--- config.mk ---
export PLATFORM = sky130hd
export DESIGN_NAME = backward_lz_flag_decompressor
export DESIGN_NICKNAME = d
export VERILOG_FILES = /design/src/rtl/bldc_pkg.sv /design/src/rtl/bldc_ram.sv /design/src/rtl/backward_lz_flag_decompressor.sv
export SDC_FILE = /design/constraint.sdc
export NUM_CORES = 2
export LEC_CHECK = 0
export ABC_AREA = 1
export BUFFER_PORTS_ARGS = -buffer_cell sky130_fd_sc_hd__buf_2
export CAP_MARGIN = 40
export CELL_PAD_IN_SITES_DETAIL_PLACEMENT = 1
export CELL_PAD_IN_SITES_GLOBAL_PLACEMENT = 1
export CORE_MARGIN = 2
export CORE_UTILIZATION = 40
export CTS_CLUSTER_SIZE = 25
export DETAILED_ROUTE_END_ITERATION = 7
export GPL_TIMING_DRIVEN = 0
export PLACE_DENSITY_LB_ADDON = 0.15
export SLEW_MARGIN = 20
export SYNTH_ARGS = -nofsm -noshare
export SYNTH_HDL_FRONTEND = slang
export SYNTH_SLANG_ARGS = --single-unit
--- constraint.sdc ---
create_clock -name clk -period 6.3 [get_ports clk]
set_clock_uncertainty 0.15 [all_clocks]
set_input_delay 0.315 -clock clk [delete_from_list [all_inputs] [get_ports clk]]
set_output_delay 0.315 -clock clk [all_outputs]
set_load 0.02 [all_outputs]
--- src/rtl/bldc_pkg.sv ---
// Shared constants and types of the backward LZ flag-byte decompressor.
`timescale 1ns / 1ps

package bldc_pkg;

    localparam int DATA_W        = 8;
    localparam int CNT_W         = 32;
    localparam int HIST_DEPTH    = 256;
    localparam int HIST_AW       = $clog2(HIST_DEPTH);
    localparam int OUT_LANES     = 8;
    localparam int LANE_SLOTS    = 8;
    localparam int LANES         = (OUT_LANES > LANE_SLOTS) ? LANE_SLOTS :
                                   ((OUT_LANES < 1) ? 1 : OUT_LANES);
    localparam int LANE_IDX_W    = $clog2(LANE_SLOTS);
    localparam int VC_W          = 4;
    localparam int MIN_MATCH     = 3;
    localparam int TRAILER_BYTES = 4;
    localparam int TRAILER_W     = 3;
    localparam int RUN_W         = 9;
    localparam int S_TDATA_W     = 8;
    localparam int S_TUSER_W     = 1;
    localparam int M_PAYLOAD_W   = LANE_SLOTS * DATA_W + VC_W;
    localparam int M_TDATA_W     = ((M_PAYLOAD_W + 7) / 8) * 8;
    localparam int M_TUSER_W     = 2;
    localparam int USER_ERR      = 0;
    localparam int USER_DONE     = 1;

    typedef enum logic [4:0] {
        PH_PAD     = 5'b00001,
        PH_TRAILER = 5'b00010,
        PH_BODY    = 5'b00100,
        PH_FLAG    = 5'b01000,
        PH_LEN     = 5'b10000
    } phase_t;

    typedef enum logic [3:0] {
        ST_IDLE  = 4'b0001,
        ST_CHK   = 4'b0010,
        ST_WR    = 4'b0100,
        ST_FLUSH = 4'b1000
    } state_t;

endpackage

--- src/rtl/bldc_ram.sv ---
// Generic single-write, single-read RAM with a registered read port.
`timescale 1ns / 1ps

module bldc_ram #(
    parameter int WIDTH = 8,
    parameter int DEPTH = 256
) (
    input  logic                     clk,
    input  logic                     we,
    input  logic [$clog2(DEPTH)-1:0] waddr,
    input  logic [WIDTH-1:0]         wdata,
    input  logic [$clog2(DEPTH)-1:0] raddr,
    output logic [WIDTH-1:0]         rdata
);

    logic [WIDTH-1:0] mem [DEPTH];

    always_ff @(posedge clk)
    begin
        if (we)
        begin
            mem[waddr] <= wdata;
        end
        rdata <= mem[raddr];
    end

endmodule

--- src/rtl/backward_lz_flag_decompressor.sv ---
// Top level of the backward LZ flag-byte decompressor.
// The block takes compressed bytes on the slave stream, last byte of the buffer first, with
// tuser set on the first byte of a stream. Trailing zero padding is skipped, the first
// nonzero byte becomes the flag and the four stored-size bytes are skipped; the expected
// size comes from the out_size register; the user is to write it through cfg_we and cfg_wdata
// only while idle, which the block itself does not enforce.
// Decoded bytes leave on the master stream in groups of up to eight, tlast marking the
// last group caused by one input item and tuser carrying the error and done flags.
// Each produced byte passes through a check state, which tests for the end of the run and
// presents the history read, and a write state, which writes the history and a lane; a
// full group or the end of a run then passes through a flush state that loads the output
// register. No new item is accepted while a token is being expanded.
// Reset clears all parse state, the size register and the output valid flag; the history
// needs no clearing because a copy never reaches beyond what the stream has written.
// When the receiver stalls, the finished group waits in the output register and the
// expansion pauses in the flush state until it is taken.
`timescale 1ns / 1ps

module backward_lz_flag_decompressor (
    input  logic                           clk,
    input  logic                           rst_n,
    input  logic                           cfg_we,
    input  logic [bldc_pkg::CNT_W-1:0]     cfg_wdata,
    input  logic                           s_axis_tvalid,
    output logic                           s_axis_tready,
    input  logic [bldc_pkg::S_TDATA_W-1:0] s_axis_tdata,  // data_byte
    input  logic [bldc_pkg::S_TUSER_W-1:0] s_axis_tuser,  // stream_start
    output logic                           m_axis_tvalid,
    input  logic                           m_axis_tready,
    output logic [bldc_pkg::M_TDATA_W-1:0] m_axis_tdata,  // out_byte_0..7, valid_count
    output logic                           m_axis_tlast,  // run_last
    output logic [bldc_pkg::M_TUSER_W-1:0] m_axis_tuser   // decode_error, stream_done
);

    import bldc_pkg::*;

    state_t                 state_reg, state_next;
    phase_t                 phase_reg, phase_next;
    logic [DATA_W-1:0]      flag_reg, flag_next;
    logic [TRAILER_W-1:0]   skip_reg, skip_next;
    logic [DATA_W-1:0]      dist_reg, dist_next;
    logic [CNT_W-1:0]       prod_reg, prod_next;
    logic                   err_latch_reg, err_latch_next;
    logic [CNT_W-1:0]       size_reg, size_next;
    logic [RUN_W-1:0]       remain_reg, remain_next;
    logic [DATA_W-1:0]      lit_reg, lit_next;
    logic                   use_lit_reg, use_lit_next;
    logic [VC_W-1:0]        fill_reg, fill_next;
    logic [DATA_W-1:0]      lane_reg [LANE_SLOTS];
    logic [DATA_W-1:0]      lane_next [LANE_SLOTS];
    logic                   final_reg, final_next;
    logic                   run_err_reg, run_err_next;
    logic                   m_valid_reg, m_valid_next;
    logic [M_TDATA_W-1:0]   m_data_reg, m_data_next;
    logic                   m_last_reg, m_last_next;
    logic [M_TUSER_W-1:0]   m_user_reg, m_user_next;

    logic                   ram_we;
    logic [HIST_AW-1:0]     ram_waddr;
    logic [DATA_W-1:0]      ram_wdata;
    logic [HIST_AW-1:0]     ram_raddr;
    logic [DATA_W-1:0]      ram_rdata;

    logic                   in_take;
    logic [DATA_W-1:0]      in_byte;
    logic                   in_start;
    phase_t                 eff_phase;
    logic [DATA_W-1:0]      eff_flag;
    logic [TRAILER_W-1:0]   eff_skip;
    logic [TRAILER_W-1:0]   skip_dec;
    logic [DATA_W-1:0]      eff_dist;
    logic [CNT_W-1:0]       eff_prod;
    logic                   eff_err;
    logic [DATA_W-1:0]      put_val;
    logic [M_TDATA_W-1:0]   pack_data;

    bldc_ram #(
        .WIDTH (DATA_W),
        .DEPTH (HIST_DEPTH)
    ) u_history (
        .clk   (clk),
        .we    (ram_we),
        .waddr (ram_waddr),
        .wdata (ram_wdata),
        .raddr (ram_raddr),
        .rdata (ram_rdata)
    );

    assign s_axis_tready = (state_reg == ST_IDLE);
    assign in_take       = s_axis_tvalid && (state_reg == ST_IDLE);
    assign in_byte       = s_axis_tdata[DATA_W-1:0];
    assign in_start      = s_axis_tuser[0];

    assign eff_phase = in_start ? PH_PAD : phase_reg;
    assign eff_flag  = in_start ? '0 : flag_reg;
    assign eff_skip  = in_start ? '0 : skip_reg;
    assign eff_dist  = in_start ? '0 : dist_reg;
    assign eff_prod  = in_start ? '0 : prod_reg;
    assign eff_err   = in_start ? 1'b0 : err_latch_reg;
    assign skip_dec  = (eff_skip != '0) ? eff_skip - 1'b1 : '0;

    assign put_val   = use_lit_reg ? lit_reg : ram_rdata;
    assign ram_raddr = prod_reg[HIST_AW-1:0] - dist_reg[HIST_AW-1:0];
    assign ram_waddr = prod_reg[HIST_AW-1:0];
    assign ram_wdata = put_val;

    always_comb
    begin
        pack_data = '0;
        for (int i = 0; i < LANE_SLOTS; i++)
        begin
            if (VC_W'(i) < fill_reg)
            begin
                pack_data[i*DATA_W +: DATA_W] = lane_reg[i];
            end
        end
        pack_data[LANE_SLOTS*DATA_W +: VC_W] = fill_reg;
    end

    always_comb
    begin
        state_next     = state_reg;
        phase_next     = phase_reg;
        flag_next      = flag_reg;
        skip_next      = skip_reg;
        dist_next      = dist_reg;
        prod_next      = prod_reg;
        err_latch_next = err_latch_reg;
        size_next      = size_reg;
        remain_next    = remain_reg;
        lit_next       = lit_reg;
        use_lit_next   = use_lit_reg;
        fill_next      = fill_reg;
        lane_next      = lane_reg;
        final_next     = final_reg;
        run_err_next   = run_err_reg;
        m_valid_next   = m_valid_reg && !m_axis_tready;
        m_data_next    = m_data_reg;
        m_last_next    = m_last_reg;
        m_user_next    = m_user_reg;
        ram_we         = 1'b0;

        if (cfg_we)
        begin
            size_next = cfg_wdata;
        end

        unique case (state_reg)
            ST_IDLE:
            begin
                if (in_take)
                begin
                    phase_next     = eff_phase;
                    flag_next      = eff_flag;
                    skip_next      = eff_skip;
                    dist_next      = eff_dist;
                    prod_next      = eff_prod;
                    err_latch_next = eff_err;
                    fill_next      = '0;
                    run_err_next   = 1'b0;
                    final_next     = 1'b0;
                    if (!eff_err)
                    begin
                        unique case (eff_phase)
                            PH_PAD:
                            begin
                                if (in_byte != '0)
                                begin
                                    flag_next  = in_byte;
                                    skip_next  = TRAILER_W'(TRAILER_BYTES);
                                    phase_next = PH_TRAILER;
                                end
                            end
                            PH_TRAILER:
                            begin
                                skip_next = skip_dec;
                                if (skip_dec == '0)
                                begin
                                    phase_next = PH_BODY;
                                end
                            end
                            PH_BODY:
                            begin
                                if (in_byte == eff_flag)
                                begin
                                    phase_next = PH_FLAG;
                                end
                                else
                                begin
                                    lit_next     = in_byte;
                                    use_lit_next = 1'b1;
                                    remain_next  = RUN_W'(1);
                                    state_next   = ST_CHK;
                                end
                            end
                            PH_FLAG:
                            begin
                                if (in_byte == '0)
                                begin
                                    lit_next     = eff_flag;
                                    use_lit_next = 1'b1;
                                    remain_next  = RUN_W'(1);
                                    phase_next   = PH_BODY;
                                    state_next   = ST_CHK;
                                end
                                else
                                begin
                                    dist_next  = in_byte;
                                    phase_next = PH_LEN;
                                end
                            end
                            PH_LEN:
                            begin
                                phase_next = PH_BODY;
                                if (CNT_W'(eff_dist) > eff_prod)
                                begin
                                    run_err_next   = 1'b1;
                                    err_latch_next = 1'b1;
                                    final_next     = 1'b1;
                                    state_next     = ST_FLUSH;
                                end
                                else
                                begin
                                    use_lit_next = 1'b0;
                                    remain_next  = RUN_W'(in_byte) + RUN_W'(MIN_MATCH);
                                    state_next   = ST_CHK;
                                end
                            end
                            default:
                            begin
                                phase_next = PH_PAD;
                            end
                        endcase
                    end
                end
            end
            ST_CHK:
            begin
                if (remain_reg == '0)
                begin
                    final_next = 1'b1;
                    state_next = ST_FLUSH;
                end
                else if (prod_reg == size_reg)
                begin
                    run_err_next   = 1'b1;
                    err_latch_next = 1'b1;
                    final_next     = 1'b1;
                    state_next     = ST_FLUSH;
                end
                else if (fill_reg == VC_W'(LANES))
                begin
                    final_next = 1'b0;
                    state_next = ST_FLUSH;
                end
                else
                begin
                    state_next = ST_WR;
                end
            end
            ST_WR:
            begin
                ram_we                          = 1'b1;
                lane_next[fill_reg[LANE_IDX_W-1:0]] = put_val;
                prod_next                       = prod_reg + 1'b1;
                fill_next                       = fill_reg + 1'b1;
                remain_next                     = remain_reg - 1'b1;
                state_next                      = ST_CHK;
            end
            ST_FLUSH:
            begin
                if (!m_valid_reg || m_axis_tready)
                begin
                    m_valid_next           = 1'b1;
                    m_data_next            = pack_data;
                    m_last_next            = final_reg;
                    m_user_next[USER_ERR]  = final_reg && run_err_reg;
                    m_user_next[USER_DONE] = (prod_reg == size_reg);
                    fill_next              = '0;
                    state_next             = final_reg ? ST_IDLE : ST_CHK;
                end
            end
            default:
            begin
                state_next = ST_IDLE;
            end
        endcase
    end

    always_ff @(posedge clk or negedge rst_n)
    begin
        if (!rst_n)
        begin
            state_reg     <= ST_IDLE;
            phase_reg     <= PH_PAD;
            flag_reg      <= '0;
            skip_reg      <= '0;
            dist_reg      <= '0;
            prod_reg      <= '0;
            err_latch_reg <= 1'b0;
            size_reg      <= '0;
            remain_reg    <= '0;
            fill_reg      <= '0;
            final_reg     <= 1'b0;
            run_err_reg   <= 1'b0;
            use_lit_reg   <= 1'b0;
            m_valid_reg   <= 1'b0;
        end
        else
        begin
            state_reg     <= state_next;
            phase_reg     <= phase_next;
            flag_reg      <= flag_next;
            skip_reg      <= skip_next;
            dist_reg      <= dist_next;
            prod_reg      <= prod_next;
            err_latch_reg <= err_latch_next;
            size_reg      <= size_next;
            remain_reg    <= remain_next;
            fill_reg      <= fill_next;
            final_reg     <= final_next;
            run_err_reg   <= run_err_next;
            use_lit_reg   <= use_lit_next;
            m_valid_reg   <= m_valid_next;
        end
    end

    always_ff @(posedge clk)
    begin
        lit_reg    <= lit_next;
        lane_reg   <= lane_next;
        m_data_reg <= m_data_next;
        m_last_reg <= m_last_next;
        m_user_reg <= m_user_next;
    end

    assign m_axis_tvalid = m_valid_reg;
    assign m_axis_tdata  = m_data_reg;
    assign m_axis_tlast  = m_last_reg;
    assign m_axis_tuser  = m_user_reg;

endmodule

# After elaboration in Yosys (flattened, before gate mapping)
# Memories as Yosys holds them, arrays and structs flattened. A register that Yosys moved wholly into a read port is not among the register bits.
# Cells that the tools add are included.
dict set report word_totals {
  in_bits 46
  ff_bits 253
  ramBits 2048
  out_inout_bits 77
  memories 1
}
dict set report op_classes {
  n_mux 76
  addsub 6
  bitwise 2
  n_lt_le_gt_ge 11
  n_reduce_logical 27
  n_eq_ne 25
}
# name words width read_ports rd_clocked_by_memory_dff wr line_no
set mem_list {}
lappend mem_list {u_history.mem 256 8 1 1 1 bldc_ram.sv:16} ;# logic [WIDTH-1:0] mem [DEPTH];
# op count
set op_table {}
lappend op_table {{$mux W8} 12}
lappend op_table {{$bwmux W64} 1}
lappend op_table {{$mux W32} 2}
lappend op_table {{$pmux W32 S2} 1}
lappend op_table {{$mux W9} 5}
lappend op_table {{$mux W4} 11}
lappend op_table {{$add A32 B1 Y32 const B} 1}
lappend op_table {{$eq A32 B32 Y1} 1}
lappend op_table {{$gt A8 B32 Y1} 1}
lappend op_table {{$mux W5} 6}
lappend op_table {{$pmux W9 S3} 1}
lappend op_table {{$pmux W5 S5} 1}
lappend op_table {{$demux W8 S3} 1}
lappend op_table {{$pmux W4 S3} 2}
lappend op_table {{$mux W1} 20}
lappend op_table {{$pmux W9 S2} 1}
lappend op_table {{$lt A3 B4 Y1 const A} 4}
lappend op_table {{$pmux W4 S4} 1}
lappend op_table {{$pmux W8 S2} 1}
lappend op_table {{$ne A2 B2 Y1 const B} 7}
lappend op_table {{$reduce_and A7 Y1} 2}
lappend op_table {{$mux W3} 4}
lappend op_table {{$reduce_and A6 Y1} 2}
lappend op_table {{$add A8 B2 Y9 const B} 1}
lappend op_table {{40 further kinds} 58}

# Longest topological paths before layout
dict set report logic_depth {
  word_depth 7
  ltp_mapped 21
  depth_no_buf 17
}

# Cells and area by module
# Synthesis repeated with hierarchy kept, for this count alone.
dict set report unflattened {
  hier_cells 8354
  hier_area_um2 95751.8
}
# module instances area_each_um2 seq_area_each_um2 cells_each
set by_module_without_submodules {}
lappend by_module_without_submodules {bldc_ram 1 83396.2 61659.1 7003}
lappend by_module_without_submodules {backward_lz_flag_decompressor 1 12355.6 7049.3 1351}

# Worst setup path before layout
# No wires, ideal clock.
dict set report synth_timing {
  path_type {reg2reg}
  startpoint {reg state_reg[1]}
  endpoint {reg m_data_reg[0] (netlist: m_axis_tdata[0]), enable pin}
  setup_time_ps 524
  stages_incl_launch_ff 6
  synth_period_minus_slack_ps 5035
  required_ps 5626
  path_buffers 0
  path_slack_ps 1265
  t_arrival_ps 4362
  cell_sequence {dfrtp_1 > nor2_1 > inv_1 > nor3_1 > inv_1 > a21oi_1}
}
dict set report synth_via {
  elab_chain_len 2
}
# element line_no
set synth_lines {}
lappend synth_lines {{start, declared} backward_lz_flag_decompressor.sv:37} ;# state_t state_reg, state_next;
lappend synth_lines {{start signal, assigned} backward_lz_flag_decompressor.sv:311} ;# state_reg <= state_next;
lappend synth_lines {{$eq A4 B4 Y1} backward_lz_flag_decompressor.sv:148} ;# unique case (state_reg)
lappend synth_lines {{$reduce_and A2 Y1 (no line)} n/a}
lappend synth_lines {{end signal, assigned} backward_lz_flag_decompressor.sv:332} ;# m_data_reg <= m_data_next;
lappend synth_lines {{end, declared} backward_lz_flag_decompressor.sv:54} ;# logic [M_TDATA_W-1:0] m_data_reg, m_data_next;
# No other way between the ends.
# A chain may end at the register's enable or synchronous reset.

# Final worst setup path
dict set report layout_timing {
  startpoint {reg prod_reg[0]}
  endpoint {reg u_history.rdata[3] (read register of u_history.mem)}
}
dict set report layout_via {
  elab_chain_len 1
}
# element line_no
set layout_lines {}
lappend layout_lines {{start, declared} backward_lz_flag_decompressor.sv:42} ;# logic [CNT_W-1:0] prod_reg, prod_next;
lappend layout_lines {{start signal, assigned} backward_lz_flag_decompressor.sv:316} ;# prod_reg <= prod_next;
lappend layout_lines {{$sub A8 B8 Y8} backward_lz_flag_decompressor.sv:103} ;# assign ram_raddr = prod_reg[HIST_AW-1:0] - dist_reg[HIST_AW-1:0];
lappend layout_lines {{end, declared} bldc_ram.sv:13} ;# output logic [WIDTH-1:0] rdata
# No other way between the ends.

==> key figures <==
Cells and area
  • Fin util: 47.13%
  • Fraction of layout cells with a size suffix above 1: 10.42%
  • Layout area overhead: 17.20%
  • Design area: ~120000 um^2
  • FILL cells: 27110
  • Multi-input logic area: 25460 um^2
  • Register area: 68710 um^2
  • Nets: 10450
  • Max reg flops: 2048
  • Non-Filler Instances: roughly 14000

Clock tree
  • Num CTS Buffers: approximately 280
  • TritonCTS clock tree: built
  • CTS sink count: 2309
  • Buffer depth of the longest clock path: 4
  • Setup Buffers After CTS: 0
  • Post-CTS Hold Buffers: 133
  • Number of gates resized after cts: 0
  • CTS Root Buffer Type: clkbuf_16
  • Worst-path clk slew: 0.07 ns
  • Clock Latency Late Sink: just under 1 ns
  • Htree depth: 5

Floorplanning
  • Die width: approximately 500 um
  • Floorplan core area: about 250000 um^2
  • Die ar.: 253800 um^2
  • I/O pins: 123
  • Row Count: 183
  • Die Y: 503.8 um
  • Starting density of the core: 40.22%

Setup path
  • R2R depth: 18
  • Startpoint Class: flop
  • R2R Path End: u_history.rdata[3]
  • CP required: between 6 and 7 ns
  • Crit Path Class: reg -> reg
  • Critical path peak fanout: 10
  • Crit path DAT: 6.34 ns
  • Crit. End Element: flop
  • Reg-to-Reg Start: prod_reg[0]
  • FF-to-FF setup slack: 0.63 ns

Power
  • Sw Share: 32.37%
  • Clock network fraction of total power: between 30% and 40%
  • Pwr Density: 381.4 nW/um^2
  • Leakage power: 46.84 nW
  • Peak VDD IR: ~400 uV
  • Seq pwr share: a little over two fifths
  • NetSw: 14.46 mW
  • P_int: 30.20 mW
  • Comb pwr share: 22.1%

Global routing
  • First-pass GRT wire length: 571500 um
  • Largest net degree at the start of global routing: 93
  • Vias in the first global route: 76920
  • Initial antenna violation count: 31
  • Total Routing Usage GR: 31.77%
  • Overflow left after global routing: 0

STA
  • PnR worst setup slack: 0.6275 ns
  • RSZ-0062 raised after global routing: false
  • Upper clock frequency limit: 0.1763 GHz
  • Slew headroom: between 30% and 40%
  • Setup Viol. Count Final: 0
  • Post-route setup TNS: 0 ns
  • Final hold vios: 0
  • Worst slew pin tran: between 0.9 and 1 ns
  • Min Clock Period, post-route: 5.672 ns
  • Tcrit/Tclk final: 90.04%
  • Slew Viols, Final: 0

Placement
  • Post-DP Area: 106800 um^2
  • Port Buf Inserts: 116
  • Placed Instances: about 13000
  • GPL Wtd Cong: 1.011
  • HPWL after detailed placement: 294900 um
  • Setup WS pre-CTS: 0.8224 ns

Hold path
  • Hold path depth: 5
  • Hold path endpoint: m_axis_tvalid
  • Hold Crit Class: in -> reg
  • Worst Hold Launch: m_axis_tready

Synthesis
  • Syn Area/Cell: 10.34 um^2
  • Library cells used by synthesis: 53
  • Count leader, synth: nand2_1
  • Post-Syn Instances: 9665
  • EDFF count, synth: 2191
  • Largest cells by area after synthesis: edfxtp_1 66%, nand2_1 12%, nand3_1 4.9%
  • Asr flop ratio synth: under 10%
  • Share of the yosys chip area belonging to registers: 68.77%
  • Top_reg_cell synth: edfxtp_1
  • Top cell type by total area after synthesis: edfxtp_1
  • Synth Cell Area: 99910 um^2
  • Synth cell count leaders: 3075 x nand2_1, 2191 x edfxtp_1, 1037 x nor2_1
  • Yosys top cell area share: 65.85%
  • Yosys warnings: 0
  • Yosys reg bits: 2309

Drt
  • Post-route ant nets: 0
  • Starting DRT DRC Count: approximately 8800
  • Wire per inst: 29.56 um
  • Via count: 76380
  • Drt pass-1 iters: 6
  • DRC viols: 0
  • Drt via density: ~5.5
  • Routed Wire Length: between 400000 and 500000 um

Status
  • Status: completed

Run
  • Max_cap viols: 0
[critical path, cell delays in order, from the launching register on]
cell,delay [ns]
dfrtp_1,0.47
inv_1,0.19
ha_1,0.22
inv_1,0.11
fa_1,0.41
buf_2,0.28
inv_2,0.55
buf_2,0.63
clkbuf_1,0.57
nand3_1,0.21
nand3_1,0.11
nand2_1,0.22
nand2_1,0.13
nand3_1,0.19
nand3_1,0.32
nand3_1,0.12
nand2_1,0.10
nand2_1,0.06
nand2_1,0.39
[area by class of cell]
cell class	count	area share, %
diodes	19	0.04061
plain buffers	523	2.120
clock buffers	344	6.361
clock inverters	125	0.8944
inverters	928	2.975
multi-input cells	5908	21.74
flip-flops and latches	2309	58.68
well taps	3330	3.558
repair buffers	431	3.631
[power groups by stage]
stage,Sequential (mW),Combinational [mW],Clock (mW)
2_1_floorplan,19.8,4.01,0
3_3_place_gp,20.5,9.05,0
3_5_place_dp,19.6,9.53,0
4_1_cts,19.3,9.63,15.6
5_1_grt,19.3,10.1,16.2
6_report,19.3,9.87,15.5
[how the worst max path moves through the flow]
stage | start | endpoint | slack (ns) | depth (start not counted)
final | prod_reg[0] | u_history.rdata[3] | 0.63 | 18
after CTS | prod_reg[0] | u_history.rdata[3] | 0.81 | 18
after floorplan | state_reg[1] | m_axis_tdata[0] | 1.26 | 5
after global placement | use_lit_reg | u_history.mem[104][3] | -0.98 | 2
after detailed placement | prod_reg[0] | u_history.rdata[3] | 0.82 | 18
after global routing | prod_reg[0] | u_history.rdata[4] | 0.54 | 18
[layer usage]
layer  track usage, %  vias to the layer above  share of wire [%]
met2            50.40                     3404                 46
met3            6.327                      749                8.6
met1            41.99                    38870                 40
li1                 -                    33350                  -
met4            14.75                       12                4.9
met5                0                        -              0.016
[metrics by stage]
step	power, mW	hold slack (ns)
3_3_place_gp	29.51	0.2776
6_report	44.65	0.06925
5_1_grt	45.55	0.08234
3_5_place_dp	29.11	0.1203
4_1_cts	44.48	0.007479
2_1_floorplan	23.80	-0.1306
[kinds of logic (layout without fill, tap and decap cells)]
kind of cell             count (synthesis)  count (layout)  synth area share (%)
AND/OR/NAND/NOR                       5238            5238                 21.26
other                                    1              23              0.003753
flip-flops                            2309            2309                 68.77
multiplexers                            23              23                0.2567
XOR/XNOR                                38              38                0.3406
adder cells (fa/ha/maj)                 27              27                0.3456
buffers and inverters                 1451            2351                 5.950
AO/OA/AOI/OAI                          578             578                 3.073
[placed cells by master, fill, tap and decap left out, types with 13 or more instances in the layout]
cell type,synthesis,layout
buf_16,0,30
clkinv_1,4,60
diode_2,0,19
nor3_1,24,20
buf_4,32,122
buf_8,0,20
buf_6,6,40
clkinv_2,0,37
edfxtp_1,2191,2191
bufinv_16,0,18
dfrtp_1,108,108
a21oi_1,44,43
o211ai_1,28,28
nor2_2,7,19
nand2_1,3075,3075
clkbuf_16,0,289
or2_2,65,65
nand3_1,986,986
o21ai_0,427,427
mux2_2,21,13
clkbuf_1,169,212
o21ai_1,33,33
ha_1,26,26
inv_1,920,920
nor2_1,1037,1025
xor2_1,31,30
nand4_1,34,34
dlygate4sd3_1,0,132
a31oi_1,14,14
buf_2,266,385
buf_1,50,48
Power figures use the tool's default switching activity.
